### config.mk
export PLATFORM = sky130hd
export DESIGN_NAME = positional_list_engine
export DESIGN_NICKNAME = d
export VERILOG_FILES = /design/src/plm_pkg.sv /design/src/positional_list_engine.sv /design/src/plm_cell.sv
export SDC_FILE = /design/constraint.sdc
export NUM_CORES = 1
export LEC_CHECK = 0
export BUFFER_PORTS_ARGS = -buffer_cell sky130_fd_sc_hd__buf_2
export CAP_MARGIN = 20
export CORE_MARGIN = 3
export CORE_UTILIZATION = 30
export CTS_CLUSTER_SIZE = 24
export DETAILED_ROUTE_END_ITERATION = 8
export GPL_TIMING_DRIVEN = 0
export MAX_ROUTING_LAYER = met4
export SLEW_MARGIN = 20
export SYNTH_ARGS = -nofsm -noshare
export SYNTH_HDL_FRONTEND = slang
export SYNTH_SLANG_ARGS = --single-unit
### constraint.sdc
create_clock -name clk -period 8.3 [get_ports clk]
set_input_delay 0.83 -clock clk [delete_from_list [all_inputs] [get_ports clk]]
set_output_delay 0.83 -clock clk [all_outputs]
set_load 0.01 [all_outputs]
### src/plm_pkg.sv
`default_nettype none

package plm_pkg;

  localparam int CAPACITY   = 16;
  localparam int VALUE_BITS = 32;

  localparam int IDX_BITS   = $clog2(CAPACITY);
  localparam int COUNT_BITS = $clog2(CAPACITY + 1);
  localparam int CMP_BITS   = ((COUNT_BITS > 5) ? COUNT_BITS : 5) + 1;

  localparam logic [2:0] OP_INS_FRONT = 3'd0;
  localparam logic [2:0] OP_INS_BACK  = 3'd1;
  localparam logic [2:0] OP_INS_POS   = 3'd2;
  localparam logic [2:0] OP_DEL_FRONT = 3'd3;
  localparam logic [2:0] OP_DEL_BACK  = 3'd4;
  localparam logic [2:0] OP_DEL_POS   = 3'd5;
  localparam logic [2:0] OP_DISPLAY   = 3'd6;

  localparam logic [1:0] STAT_OK      = 2'd0;
  localparam logic [1:0] STAT_BAD_POS = 2'd1;
  localparam logic [1:0] STAT_EMPTY   = 2'd2;
  localparam logic [1:0] STAT_FULL    = 2'd3;

  localparam logic [1:0] CELL_HOLD = 2'd0;
  localparam logic [1:0] CELL_INS  = 2'd1;
  localparam logic [1:0] CELL_DEL  = 2'd2;
  localparam logic [1:0] CELL_ROT  = 2'd3;

  typedef logic [VALUE_BITS-1:0] elem_t;

  typedef struct packed {
    logic [1:0]          mode;
    logic [IDX_BITS-1:0] idx;
    logic [IDX_BITS-1:0] last_idx;
    elem_t               value;
  } cell_ctl_t;

  function automatic elem_t fit_value(logic [31:0] raw);
    logic signed [63:0] t;
    t = 64'(signed'(raw));
    return t[VALUE_BITS-1:0];
  endfunction

  function automatic logic [31:0] to_word(elem_t v);
    logic signed [63:0] t;
    t = 64'(signed'(v));
    return t[31:0];
  endfunction

endpackage

`default_nettype wire

### src/positional_list_engine.sv
// An accepted word's result is registered straight into the output register, and a new edit
// is taken every cycle while the output side keeps up.
// Display of n elements sends n words, one a cycle while the output side keeps up, by rotating
// the cell chain once per word; no input is taken until the last word is sent (one word for an
// empty list). Reset clears the element count, the display sequencer and the output valid; the
// cells themselves are not cleared.
`default_nettype none

module positional_list_engine
  import plm_pkg::*;
(
  input  wire logic        clk,
  input  wire logic        rst,
  input  wire logic        s_tvalid,
  output logic             s_tready,
  input  wire logic [39:0] s_tdata,   // operation[2:0], value[34:3], position[39:35]
  output logic             m_tvalid,
  input  wire logic        m_tready,
  output logic [39:0]      m_tdata,   // status[1:0], element_count[6:2], element_value[38:7]
  output logic             m_tlast
);

  localparam logic ST_IDLE = 1'b0;
  localparam logic ST_SHOW = 1'b1;

  logic                  state;
  logic [COUNT_BITS-1:0] count;
  logic [COUNT_BITS-1:0] remaining;

  logic [2:0]            operation;
  logic [31:0]           value;
  logic [4:0]            position;

  logic                  out_free;
  logic                  accept;
  logic                  show_emit;

  logic [CMP_BITS-1:0]   pos_w;
  logic [CMP_BITS-1:0]   cnt_w;
  logic                  full;
  logic                  empty;

  cell_ctl_t             ctl;
  logic [1:0]            status;
  logic [COUNT_BITS-1:0] count_next;
  logic                  load_edit;
  logic                  start_show;

  elem_t                 cells [CAPACITY];

  assign operation = s_tdata[2:0];
  assign value     = s_tdata[34:3];
  assign position  = s_tdata[39:35];

  assign out_free  = !m_tvalid || m_tready;
  assign s_tready  = (state == ST_IDLE) && out_free;
  assign accept    = s_tvalid && s_tready;
  assign show_emit = (state == ST_SHOW) && out_free;

  assign pos_w = CMP_BITS'(position);
  assign cnt_w = CMP_BITS'(count);
  assign full  = (count == COUNT_BITS'(CAPACITY));
  assign empty = (count == '0);

  always_comb begin
    ctl.mode     = CELL_HOLD;
    ctl.idx      = '0;
    ctl.last_idx = IDX_BITS'(count - 1'b1);
    ctl.value    = fit_value(value);
    status       = STAT_OK;
    count_next   = count;
    load_edit    = 1'b0;
    start_show   = 1'b0;
    if (show_emit) begin
      ctl.mode = CELL_ROT;
    end else if (accept) begin
      load_edit = 1'b1;
      case (operation)
        OP_INS_FRONT, OP_INS_BACK: begin
          if (full) begin
            status = STAT_FULL;
          end else begin
            ctl.mode   = CELL_INS;
            ctl.idx    = (operation == OP_INS_FRONT) ? '0 : IDX_BITS'(count);
            count_next = count + 1'b1;
          end
        end
        OP_INS_POS: begin
          if (pos_w == '0 || pos_w > cnt_w + 1'b1) begin
            status = STAT_BAD_POS;
          end else if (full) begin
            status = STAT_FULL;
          end else begin
            ctl.mode   = CELL_INS;
            ctl.idx    = IDX_BITS'(pos_w - 1'b1);
            count_next = count + 1'b1;
          end
        end
        OP_DEL_FRONT, OP_DEL_BACK: begin
          if (empty) begin
            status = STAT_EMPTY;
          end else begin
            ctl.mode   = CELL_DEL;
            ctl.idx    = (operation == OP_DEL_FRONT) ? '0 : IDX_BITS'(count - 1'b1);
            count_next = count - 1'b1;
          end
        end
        OP_DEL_POS: begin
          if (empty) begin
            status = STAT_EMPTY;
          end else if (pos_w == '0 || pos_w > cnt_w) begin
            status = STAT_BAD_POS;
          end else begin
            ctl.mode   = CELL_DEL;
            ctl.idx    = IDX_BITS'(pos_w - 1'b1);
            count_next = count - 1'b1;
          end
        end
        OP_DISPLAY: begin
          if (!empty) begin
            load_edit  = 1'b0;
            start_show = 1'b1;
          end
        end
        default: status = STAT_OK;
      endcase
    end
  end

  for (genvar g = 0; g < CAPACITY; g++) begin : g_cell
    elem_t left_in;
    elem_t right_in;
    if (g == 0) begin : g_first
      assign left_in = '0;
    end else begin : g_mid_l
      assign left_in = cells[g-1];
    end
    if (g == CAPACITY - 1) begin : g_last
      assign right_in = '0;
    end else begin : g_mid_r
      assign right_in = cells[g+1];
    end
    plm_cell u_cell (
      .clk   (clk),
      .ctl   (ctl),
      .slot  (IDX_BITS'(g)),
      .left  (left_in),
      .right (right_in),
      .head  (cells[0]),
      .q     (cells[g])
    );
  end

  always_ff @(posedge clk) begin
    if (rst) begin
      state     <= ST_IDLE;
      count     <= '0;
      remaining <= '0;
      m_tvalid  <= 1'b0;
    end else begin
      count <= count_next;
      if (start_show) begin
        state     <= ST_SHOW;
        remaining <= count;
      end else if (show_emit) begin
        remaining <= remaining - 1'b1;
        if (remaining == COUNT_BITS'(1)) begin
          state <= ST_IDLE;
        end
      end
      if (load_edit || show_emit) begin
        m_tvalid <= 1'b1;
      end else if (m_tready) begin
        m_tvalid <= 1'b0;
      end
    end
  end

  always_ff @(posedge clk) begin
    if (show_emit) begin
      m_tdata <= {1'b0, to_word(cells[0]), 5'(count), STAT_OK};
      m_tlast <= (remaining == COUNT_BITS'(1));
    end else if (load_edit) begin
      m_tdata <= {1'b0, 32'd0, 5'(count_next), status};
      m_tlast <= 1'b1;
    end
  end

  a_count_range: assert property (@(posedge clk) disable iff (rst)
    count <= COUNT_BITS'(CAPACITY))
    else $error("element count above capacity");

  a_show_blocks_input: assert property (@(posedge clk) disable iff (rst)
    (state == ST_SHOW) |-> !s_tready)
    else $error("input taken during display");

  a_show_remaining: assert property (@(posedge clk) disable iff (rst)
    (state == ST_SHOW) |-> (remaining != '0))
    else $error("display running with nothing left");

  a_show_count_stable: assert property (@(posedge clk) disable iff (rst)
    (state == ST_SHOW) |=> (count == $past(count)))
    else $error("count changed during display");

  a_show_last: assert property (@(posedge clk) disable iff (rst)
    (show_emit && remaining == COUNT_BITS'(1)) |=> (state == ST_IDLE && m_tlast))
    else $error("display did not end on its last word");

endmodule

`default_nettype wire

### src/plm_cell.sv
`default_nettype none

module plm_cell
  import plm_pkg::*;
(
  input  wire logic                clk,
  input  wire cell_ctl_t           ctl,
  input  wire logic [IDX_BITS-1:0] slot,
  input  wire elem_t               left,
  input  wire elem_t               right,
  input  wire elem_t               head,
  output elem_t                    q
);

  elem_t q_next;

  always_comb begin
    q_next = q;
    case (ctl.mode)
      CELL_HOLD: q_next = q;
      CELL_INS: begin
        if (slot > ctl.idx) begin
          q_next = left;
        end else if (slot == ctl.idx) begin
          q_next = ctl.value;
        end
      end
      CELL_DEL: begin
        if (slot >= ctl.idx) begin
          q_next = right;
        end
      end
      CELL_ROT: begin
        if (slot == ctl.last_idx) begin
          q_next = head;
        end else begin
          q_next = right;
        end
      end
      default: q_next = q;
    endcase
  end

  always_ff @(posedge clk) begin
    q <= q_next;
  end

endmodule

`default_nettype wire
==> results of run 1 <==
## layout make-up
type / count / area [sq um]
repair buffers: 113 / 1040
inverters: 15 / 58.8
flip-flops and latches: 564 / 16800
well taps: 1368 / 1710
plain buffers: 320 / 1370
clock inverters: 39 / 393
clock buffers: 86 / 1810
diodes: 9 / 22.5
fillers: 10200 / 66100
multi-input cells: 1857 / 13000
## worst min path at each step
stage | slack [ns] | cells after the start | end | start
after floorplan | 0.45 | 2 | remaining[4] | remaining[4]
after detailed placement | 0.45 | 2 | m_tdata[0] | m_tdata[0]
after global placement | 0.43 | 2 | m_tdata[0] | m_tdata[0]
final | 0.40 | 2 | remaining[0] | rst
after global routing | 0.41 | 2 | count[4] | rst
after CTS | 0.40 | 2 | count[4] | rst
## state kept, by name, indices dropped and copies added (netlist names)
name and count:
m_tdata 39, m_tvalid 1, remaining 5, g_cell.u_cell.q 512, m_tlast 1, state 1
count 5
## power by group
part | leakage, nW | internal [mW] | switching, mW
registers | 5.19 | 3.30 | 0.0649
logic | 5.16 | 0.204 | 0.487
clock network | 1.06 | 1.75 | 1.32
## per-layer routing
layer	up-vias	share of wire [%]
li1	11200	-
met1	13400	39
met2	2245	42
met3	430	14
met4	0	5.0
met5	-	0
## cell families (layout without fill, tap and decap cells)
kind of cell	count (synthesis)	in the layout
fa+ha+maj	20	20
xor+xnor	11	11
mux	385	385
compound gates	1023	1023
other cells	1	10
simple gates	417	417
buf+inv	335	573
flops	564	564
## layout by cell type (no fill, tap or decap), drive strengths merged, types with 3 or more instances in the layout
| cell | n |
|---|---|
| a211oi | 3 |
| a21o | 3 |
| a21oi | 31 |
| a221o | 33 |
| a22o | 33 |
| a22oi | 418 |
| a32oi | 3 |
| and2 | 32 |
| buf | 194 |
| bufinv | 6 |
| clkbuf | 325 |
| clkinv | 26 |
| dfxtp | 14 |
| diode | 9 |
| edfxtp | 550 |
| ha | 20 |
| inv | 21 |
| mux2i | 385 |
| nand2 | 212 |
| nand2b | 3 |
| nand3 | 71 |
| nor2 | 58 |
| nor2b | 7 |
| nor3 | 17 |
| nor3b | 4 |
| nor4b | 3 |
| o211ai | 66 |
| o21ai | 405 |
| o22ai | 4 |
| o31ai | 3 |
| xnor2 | 9 |
## through the flow
stage               hold slack, ns  TNS, ns  std cells  instance area, sq um  util [%]
floorplan                    0.454        0       2756                 31100         -
global placement             0.433   -52.78       4208                 33200      32.5
detailed placement           0.447        0       4236                 34000      33.2
CTS                          0.395        0       4361                 36200      35.4
global route                 0.406        0       4367                 36200      35.4
finish                       0.395        0       4371                 36200      35.4
## worst register-to-register path: cells and delay by family (launching register included)
kind / cells / cell delay, ns
DFF: 1 / 0.31
AOI/OAI and AO/OA: 5 / 2.13
adders and majority gates: 1 / 0.30
xor gates and xnor gates: 1 / 0.31
buffers and inverters: 5 / 1.88
and+or+nand+nor: 3 / 0.99
==> flow_metrics.env, run 1 <==
export IMPL_outcome="completed"
export IMPL_pre_cts_ws_ns=2.27
export IMPL_synth_edff_count=550
export IMPL_required_ns=8.63
export IMPL_ys_types=64
export IMPL_die_area_sq_mm=0.108
export IMPL_worst_r2r_cell_count=15
export IMPL_clk_path_buf_depth=3
export IMPL_layout_nets=3004
export IMPL_grt_most_used_layer="met2"
export IMPL_fin_crit_sh_pct=75.6
export IMPL_cp_arrival_ns=6.60
export IMPL_cts_tree="done"
export IMPL_postRouteAntennaNets=0
export IMPL_drive_gt1_share_pct=10.2
export IMPL_critPathCapture="g_cell[2].u_cell.q[9]"
export IMPL_leakagePower_nw=11.4
export IMPL_grt_max_degree=39
export IMPL_syn_num_nets=2820
export IMPL_std_cell_rows=117
export IMPL_post_cts_buffers=0
export IMPL_slew_viol_final=0
export IMPL_fmax_mhz=159
export IMPL_gr_usage_met3_pct=8.41
export IMPL_grt_use_total_pct=24.7
export IMPL_synth_xor_area_share_pct=0.310
export IMPL_clock_sinks=564
export IMPL_drtPass1Iterations=8
export IMPL_cts_hold_buffers=0
export IMPL_initial_core_util_pct=30.4
export IMPL_path_depth=15
export IMPL_wire_per_inst_um=30.8
export IMPL_crit_chain="buf_4 > clkbuf_1 > nand3_1 > xnor2_1 > ha_1 > nand3_1 > o22ai_1 > a31oi_1 > o22a_1 > o21ai_0 > o41ai_1 > buf_2 > buf_2 > nor2b_4 > buf_12"
export IMPL_finalWorstSetupSlack_ns=2.03
export IMPL_clkTransAtPathRegs_ns=0.06
export IMPL_area_delta_synth_final_pct=16.4
export IMPL_ios=87
export IMPL_die_y_um=328
export IMPL_grtUsageMet1_pct=31.8
export IMPL_relSlewSlack_pct=14.3
export IMPL_startpoint="count[2]"
export IMPL_syn_area_sq_mm=0.0311
export IMPL_clk_latency_ns=0.64
export IMPL_worstMarginPinSlew_ns=1.28
export IMPL_vias_per_cell=6.24
export IMPL_cts_buffers=69
export IMPL_drc=0
export IMPL_holdCritPathClass="input pin to flip-flop"
export IMPL_grt_pass1_vias=25600
export IMPL_p_total_mw=7.13
export IMPL_grt_pass1_wl_mm=187
export IMPL_reg2reg_from="count[2]"
export IMPL_critPathKind="flip-flop to flip-flop"
export IMPL_ys_ff_latch=564
export IMPL_critPathLaunchType="flip-flop"
export IMPL_rsz0062_at_grt="false"
export IMPL_synth_compound_gate_area_share_pct=21.8
export IMPL_vias=27300
export IMPL_muxShareOfSynthArea_pct=12.4
export IMPL_crit_slowest_cell="o41ai_1"
export IMPL_r2r_end="g_cell[2].u_cell.q[9]"
export IMPL_synthTopCellsByCount="edfxtp_1, a22oi_1, mux2i_1"
export IMPL_synth_warnings=0
export IMPL_use_met2_pct=35.0
export IMPL_setup_viol=0
export IMPL_yosys_area_share_simple_pct=6.15
export IMPL_synth_top_family_by_area="compound AO/OA/AOI/OAI gates"
export IMPL_maxCapViolCount=0
export IMPL_seq_area_frac_synth_pct=54.0
export IMPL_synthArstFlopShare_pct=0
export IMPL_synth_top_area_cell="edfxtp_1"
export IMPL_cpPeakStageDelay_ns=1.06
export IMPL_crit_buf_inv=5
export IMPL_cts_root_buf="clkbuf_16"
export IMPL_antenna_found_initial=7
export IMPL_drt_total_wl_mm=134
export IMPL_r2r_setup_slack_ns=2.03
export IMPL_synthFlopType="edfxtp_1"
export IMPL_coreArea_sq_mm=0.102
export IMPL_h_tree_depth=3
export IMPL_fin_crit_ns=6.27
export IMPL_skew_ns=0.0235
export IMPL_critPathMaxFanout=18
export IMPL_synth_top_area_share_pct=53.1
export IMPL_overflow=0
export IMPL_chipWidth_um=328
export IMPL_critPathTopFamily="compound AO/OA/AOI/OAI gates"
export IMPL_finalHoldViolCount=0
export IMPL_crit_path_end_kind="flip-flop"
export IMPL_yosysMostFrequentCell="edfxtp_1"
export IMPL_cts_resized=0
export IMPL_detail_route_iter0_violations=4491
export IMPL_synthAdderAreaFrac_pct=0.804
export IMPL_yosys_top_cells_area="edfxtp_1, mux2i_1, a22oi_1"
export IMPL_peakVddDrop_v=0.000135
export IMPL_netlist_instances=2756
export IMPL_hpwlAfterDp_mm=94.7
export IMPL_place_gp_congestion=1.01
export IMPL_port_buffers=84
export IMPL_p_per_area_mw_per_mm2=197
export IMPL_syn_avg_cell_area_sq_um=11.3
No activity file was read; power rests on OpenSTA's default activity.
==> inputs of run 2 (changes only) <==
clock period = 6.15 ns   (was 8.3 ns; I/O delays follow)
==> run 2 against run 1 <==
  * Die area unchanged
  * Via count down 0.47%
  * Wire length about the same
  * Worst setup slack worse by 1.8 ns
  * Clock skew grew 0.0017 ns
  * First-iteration DRC count is 1.3% lower
  * Critical path depth did not move
  * Critical path type unchanged
  * Clock power rose by 35%
  * Maximum frequency increased by 5.5%
  * Power increased by 35%
  * Combinational power is 35% higher
  * Highest routed layer unchanged
  * Cell count unchanged
==> flow_metrics.env, run 2 (synthesis results as in run 1) <==
export IMPL_fin_util_pct=35.4
export IMPL_critPathKind="flip-flop to flip-flop"
export IMPL_leakagePower_nw=11.4
export IMPL_critPathMaxFanout=18
export IMPL_chipWidth_um=328
export IMPL_crit_path_end_kind="flip-flop"
export IMPL_layout_nets=3004
export IMPL_rsz0062_at_grt="false"
export IMPL_layout_common_cells="edfxtp_1, a22oi_1, mux2i_1"
export IMPL_fin_crit_sh_pct=96.7
export IMPL_grt_pass1_wl_mm=187
export IMPL_initial_core_util_pct=30.4
export IMPL_finalWorstSetupSlack_ns=0.206
export IMPL_r2r_setup_slack_ns=0.21
export IMPL_hpwlAfterDp_mm=94.7
export IMPL_p_per_area_mw_per_mm2=266
export IMPL_clk_latency_ns=0.64
export IMPL_hold_end="remaining[0]"
export IMPL_detail_route_iter0_violations=4433
export IMPL_hold_path_startpoint="rst"
export IMPL_worst_r2r_cell_count=15
export IMPL_critPathLaunchType="flip-flop"
export IMPL_grt_max_degree=39
export IMPL_seqCellArea_sq_mm=0.0168
export IMPL_std_cell_rows=117
export IMPL_fillers=10200
export IMPL_startpoint="count[2]"
export IMPL_worstMarginPinSlew_ns=1.28
export IMPL_setup_viol=0
export IMPL_cts_root_buf="clkbuf_16"
export IMPL_coreArea_sq_mm=0.102
export IMPL_largest_reg_flops=512
export IMPL_drt_total_wl_mm=134
export IMPL_grt_use_total_pct=24.7
export IMPL_wire_per_inst_um=30.7
export IMPL_clk_path_buf_depth=3
export IMPL_drtPass1Iterations=6
export IMPL_cts_buffers=69
export IMPL_relSlewSlack_pct=14.7
export IMPL_finalHoldViolCount=0
export IMPL_fin_crit_ns=5.94
export IMPL_cp_arrival_ns=6.27
export IMPL_final_common_cell="edfxtp_1"
export IMPL_post_cts_buffers=0
export IMPL_r2r_end="g_cell[2].u_cell.q[1]"
export IMPL_peakVddDrop_v=0.000181
export IMPL_postRouteAntennaNets=0
export IMPL_holdCritPathClass="input pin to flip-flop"
export IMPL_cts_tree="done"
export IMPL_slew_viol_final=0
export IMPL_skew_ns=0.0252
export IMPL_pre_cts_ws_ns=0.122
export IMPL_vias=27100
export IMPL_die_y_um=328
export IMPL_crit_buf_inv=5
export IMPL_clock_sinks=564
export IMPL_cpPeakStageDelay_ns=0.73
export IMPL_whs_ns=0.180
export IMPL_area_delta_synth_final_pct=16.4
export IMPL_regMostFlops="g_cell.u_cell.q"
export IMPL_critPathTopFamily="buffers and inverters"
export IMPL_antenna_found_initial=7
export IMPL_crit_slowest_cell="o41ai_2"
export IMPL_clkTransAtPathRegs_ns=0.06
export IMPL_fmax_mhz=168
export IMPL_reg_largest_list="g_cell.u_cell.q (512), m_tdata (39)"
export IMPL_h_tree_depth=3
export IMPL_overflow=0
export IMPL_outcome="completed"
export IMPL_required_ns=6.47
export IMPL_port_buffers=84
export IMPL_hold_depth=2
export IMPL_maxCapViolCount=0
export IMPL_vias_per_cell=6.21
export IMPL_ios=87
export IMPL_drc=0
export IMPL_die_area_sq_mm=0.108
export IMPL_drive_gt1_share_pct=10.2
export IMPL_reg2reg_from="count[2]"
export IMPL_grt_pass1_vias=25600
export IMPL_place_gp_congestion=1.01
export IMPL_multi_input_area_sq_mm=0.0130
export IMPL_crit_chain="buf_4 > clkbuf_1 > nand3_1 > xnor2_1 > ha_1 > nand3_1 > o22ai_1 > a31oi_1 > o22a_1 > o21ai_0 > o41ai_2 > buf_2 > buf_2 > nor2b_4 > buf_12"
-- run 2: metrics by stage --
step / power [mW] / area [sq um] / instances / TNS (ns)
6_report: 9.62 / 36200 / 4371 / 0
5_1_grt: 9.81 / 36200 / 4367 / 0
4_1_cts: 9.58 / 36200 / 4361 / 0
3_5_place_dp: 5.52 / 34000 / 4236 / 0
3_3_place_gp: 5.45 / 33200 / 4208 / -700.49
2_1_floorplan: 5.09 / 31100 / 2756 / 0
-- run 2: how the worst max path moves through the flow --
stage | end | slack (ns) | cells past startpoint
after global routing | g_cell[2].u_cell.q[1] | 0.13 | 15
after floorplan | g_cell[0].u_cell.q[0] | 0.40 | 14
after detailed placement | g_cell[2].u_cell.q[9] | 0.12 | 15
final | g_cell[2].u_cell.q[1] | 0.21 | 15
after global placement | g_cell[0].u_cell.q[8] | -3.70 | 14
after CTS | g_cell[2].u_cell.q[1] | 0.12 | 15
-- run 2: cell type report --
class | instances | share of cell area (%)
Inverter | 15 | 0.162
Clock inverter | 39 | 1.08
Multi-Input combinational cell | 1857 | 36.0
Sequential cell | 564 | 46.4
Antenna cell | 9 | 0.0622
Tap cell | 1368 | 4.72
Timing Repair Buffer | 113 | 2.86
Buffer | 320 | 3.79
Clock buffer | 86 | 5.00
-- run 2: per-layer routing --
metal / share of wire [%] / vias up / GRT usage [%]
met4: 4.8 / 0 / 10.9
li1: - / 11200 / -
met5: 0 / - / -
met3: 14 / 415 / 8.41
met1: 39 / 13300 / 31.8
met2: 42 / 2251 / 35.0
-- run 2: report_power, final --
part	switching (mW)	internal, mW	total, mW	leakage [nW]
Clock	1.78	2.36	4.14	1.06
Sequential	0.0876	4.46	4.55	5.19
Combinational	0.656	0.276	0.932	5.16
-- run 2: repair_timing --
item | CTS | global route
hold buffers | 0 | 0
setup endpoints to repair | 0 | 18
endpoints found under the hold margin | 0 | 0
resized for setup | 0 | 1
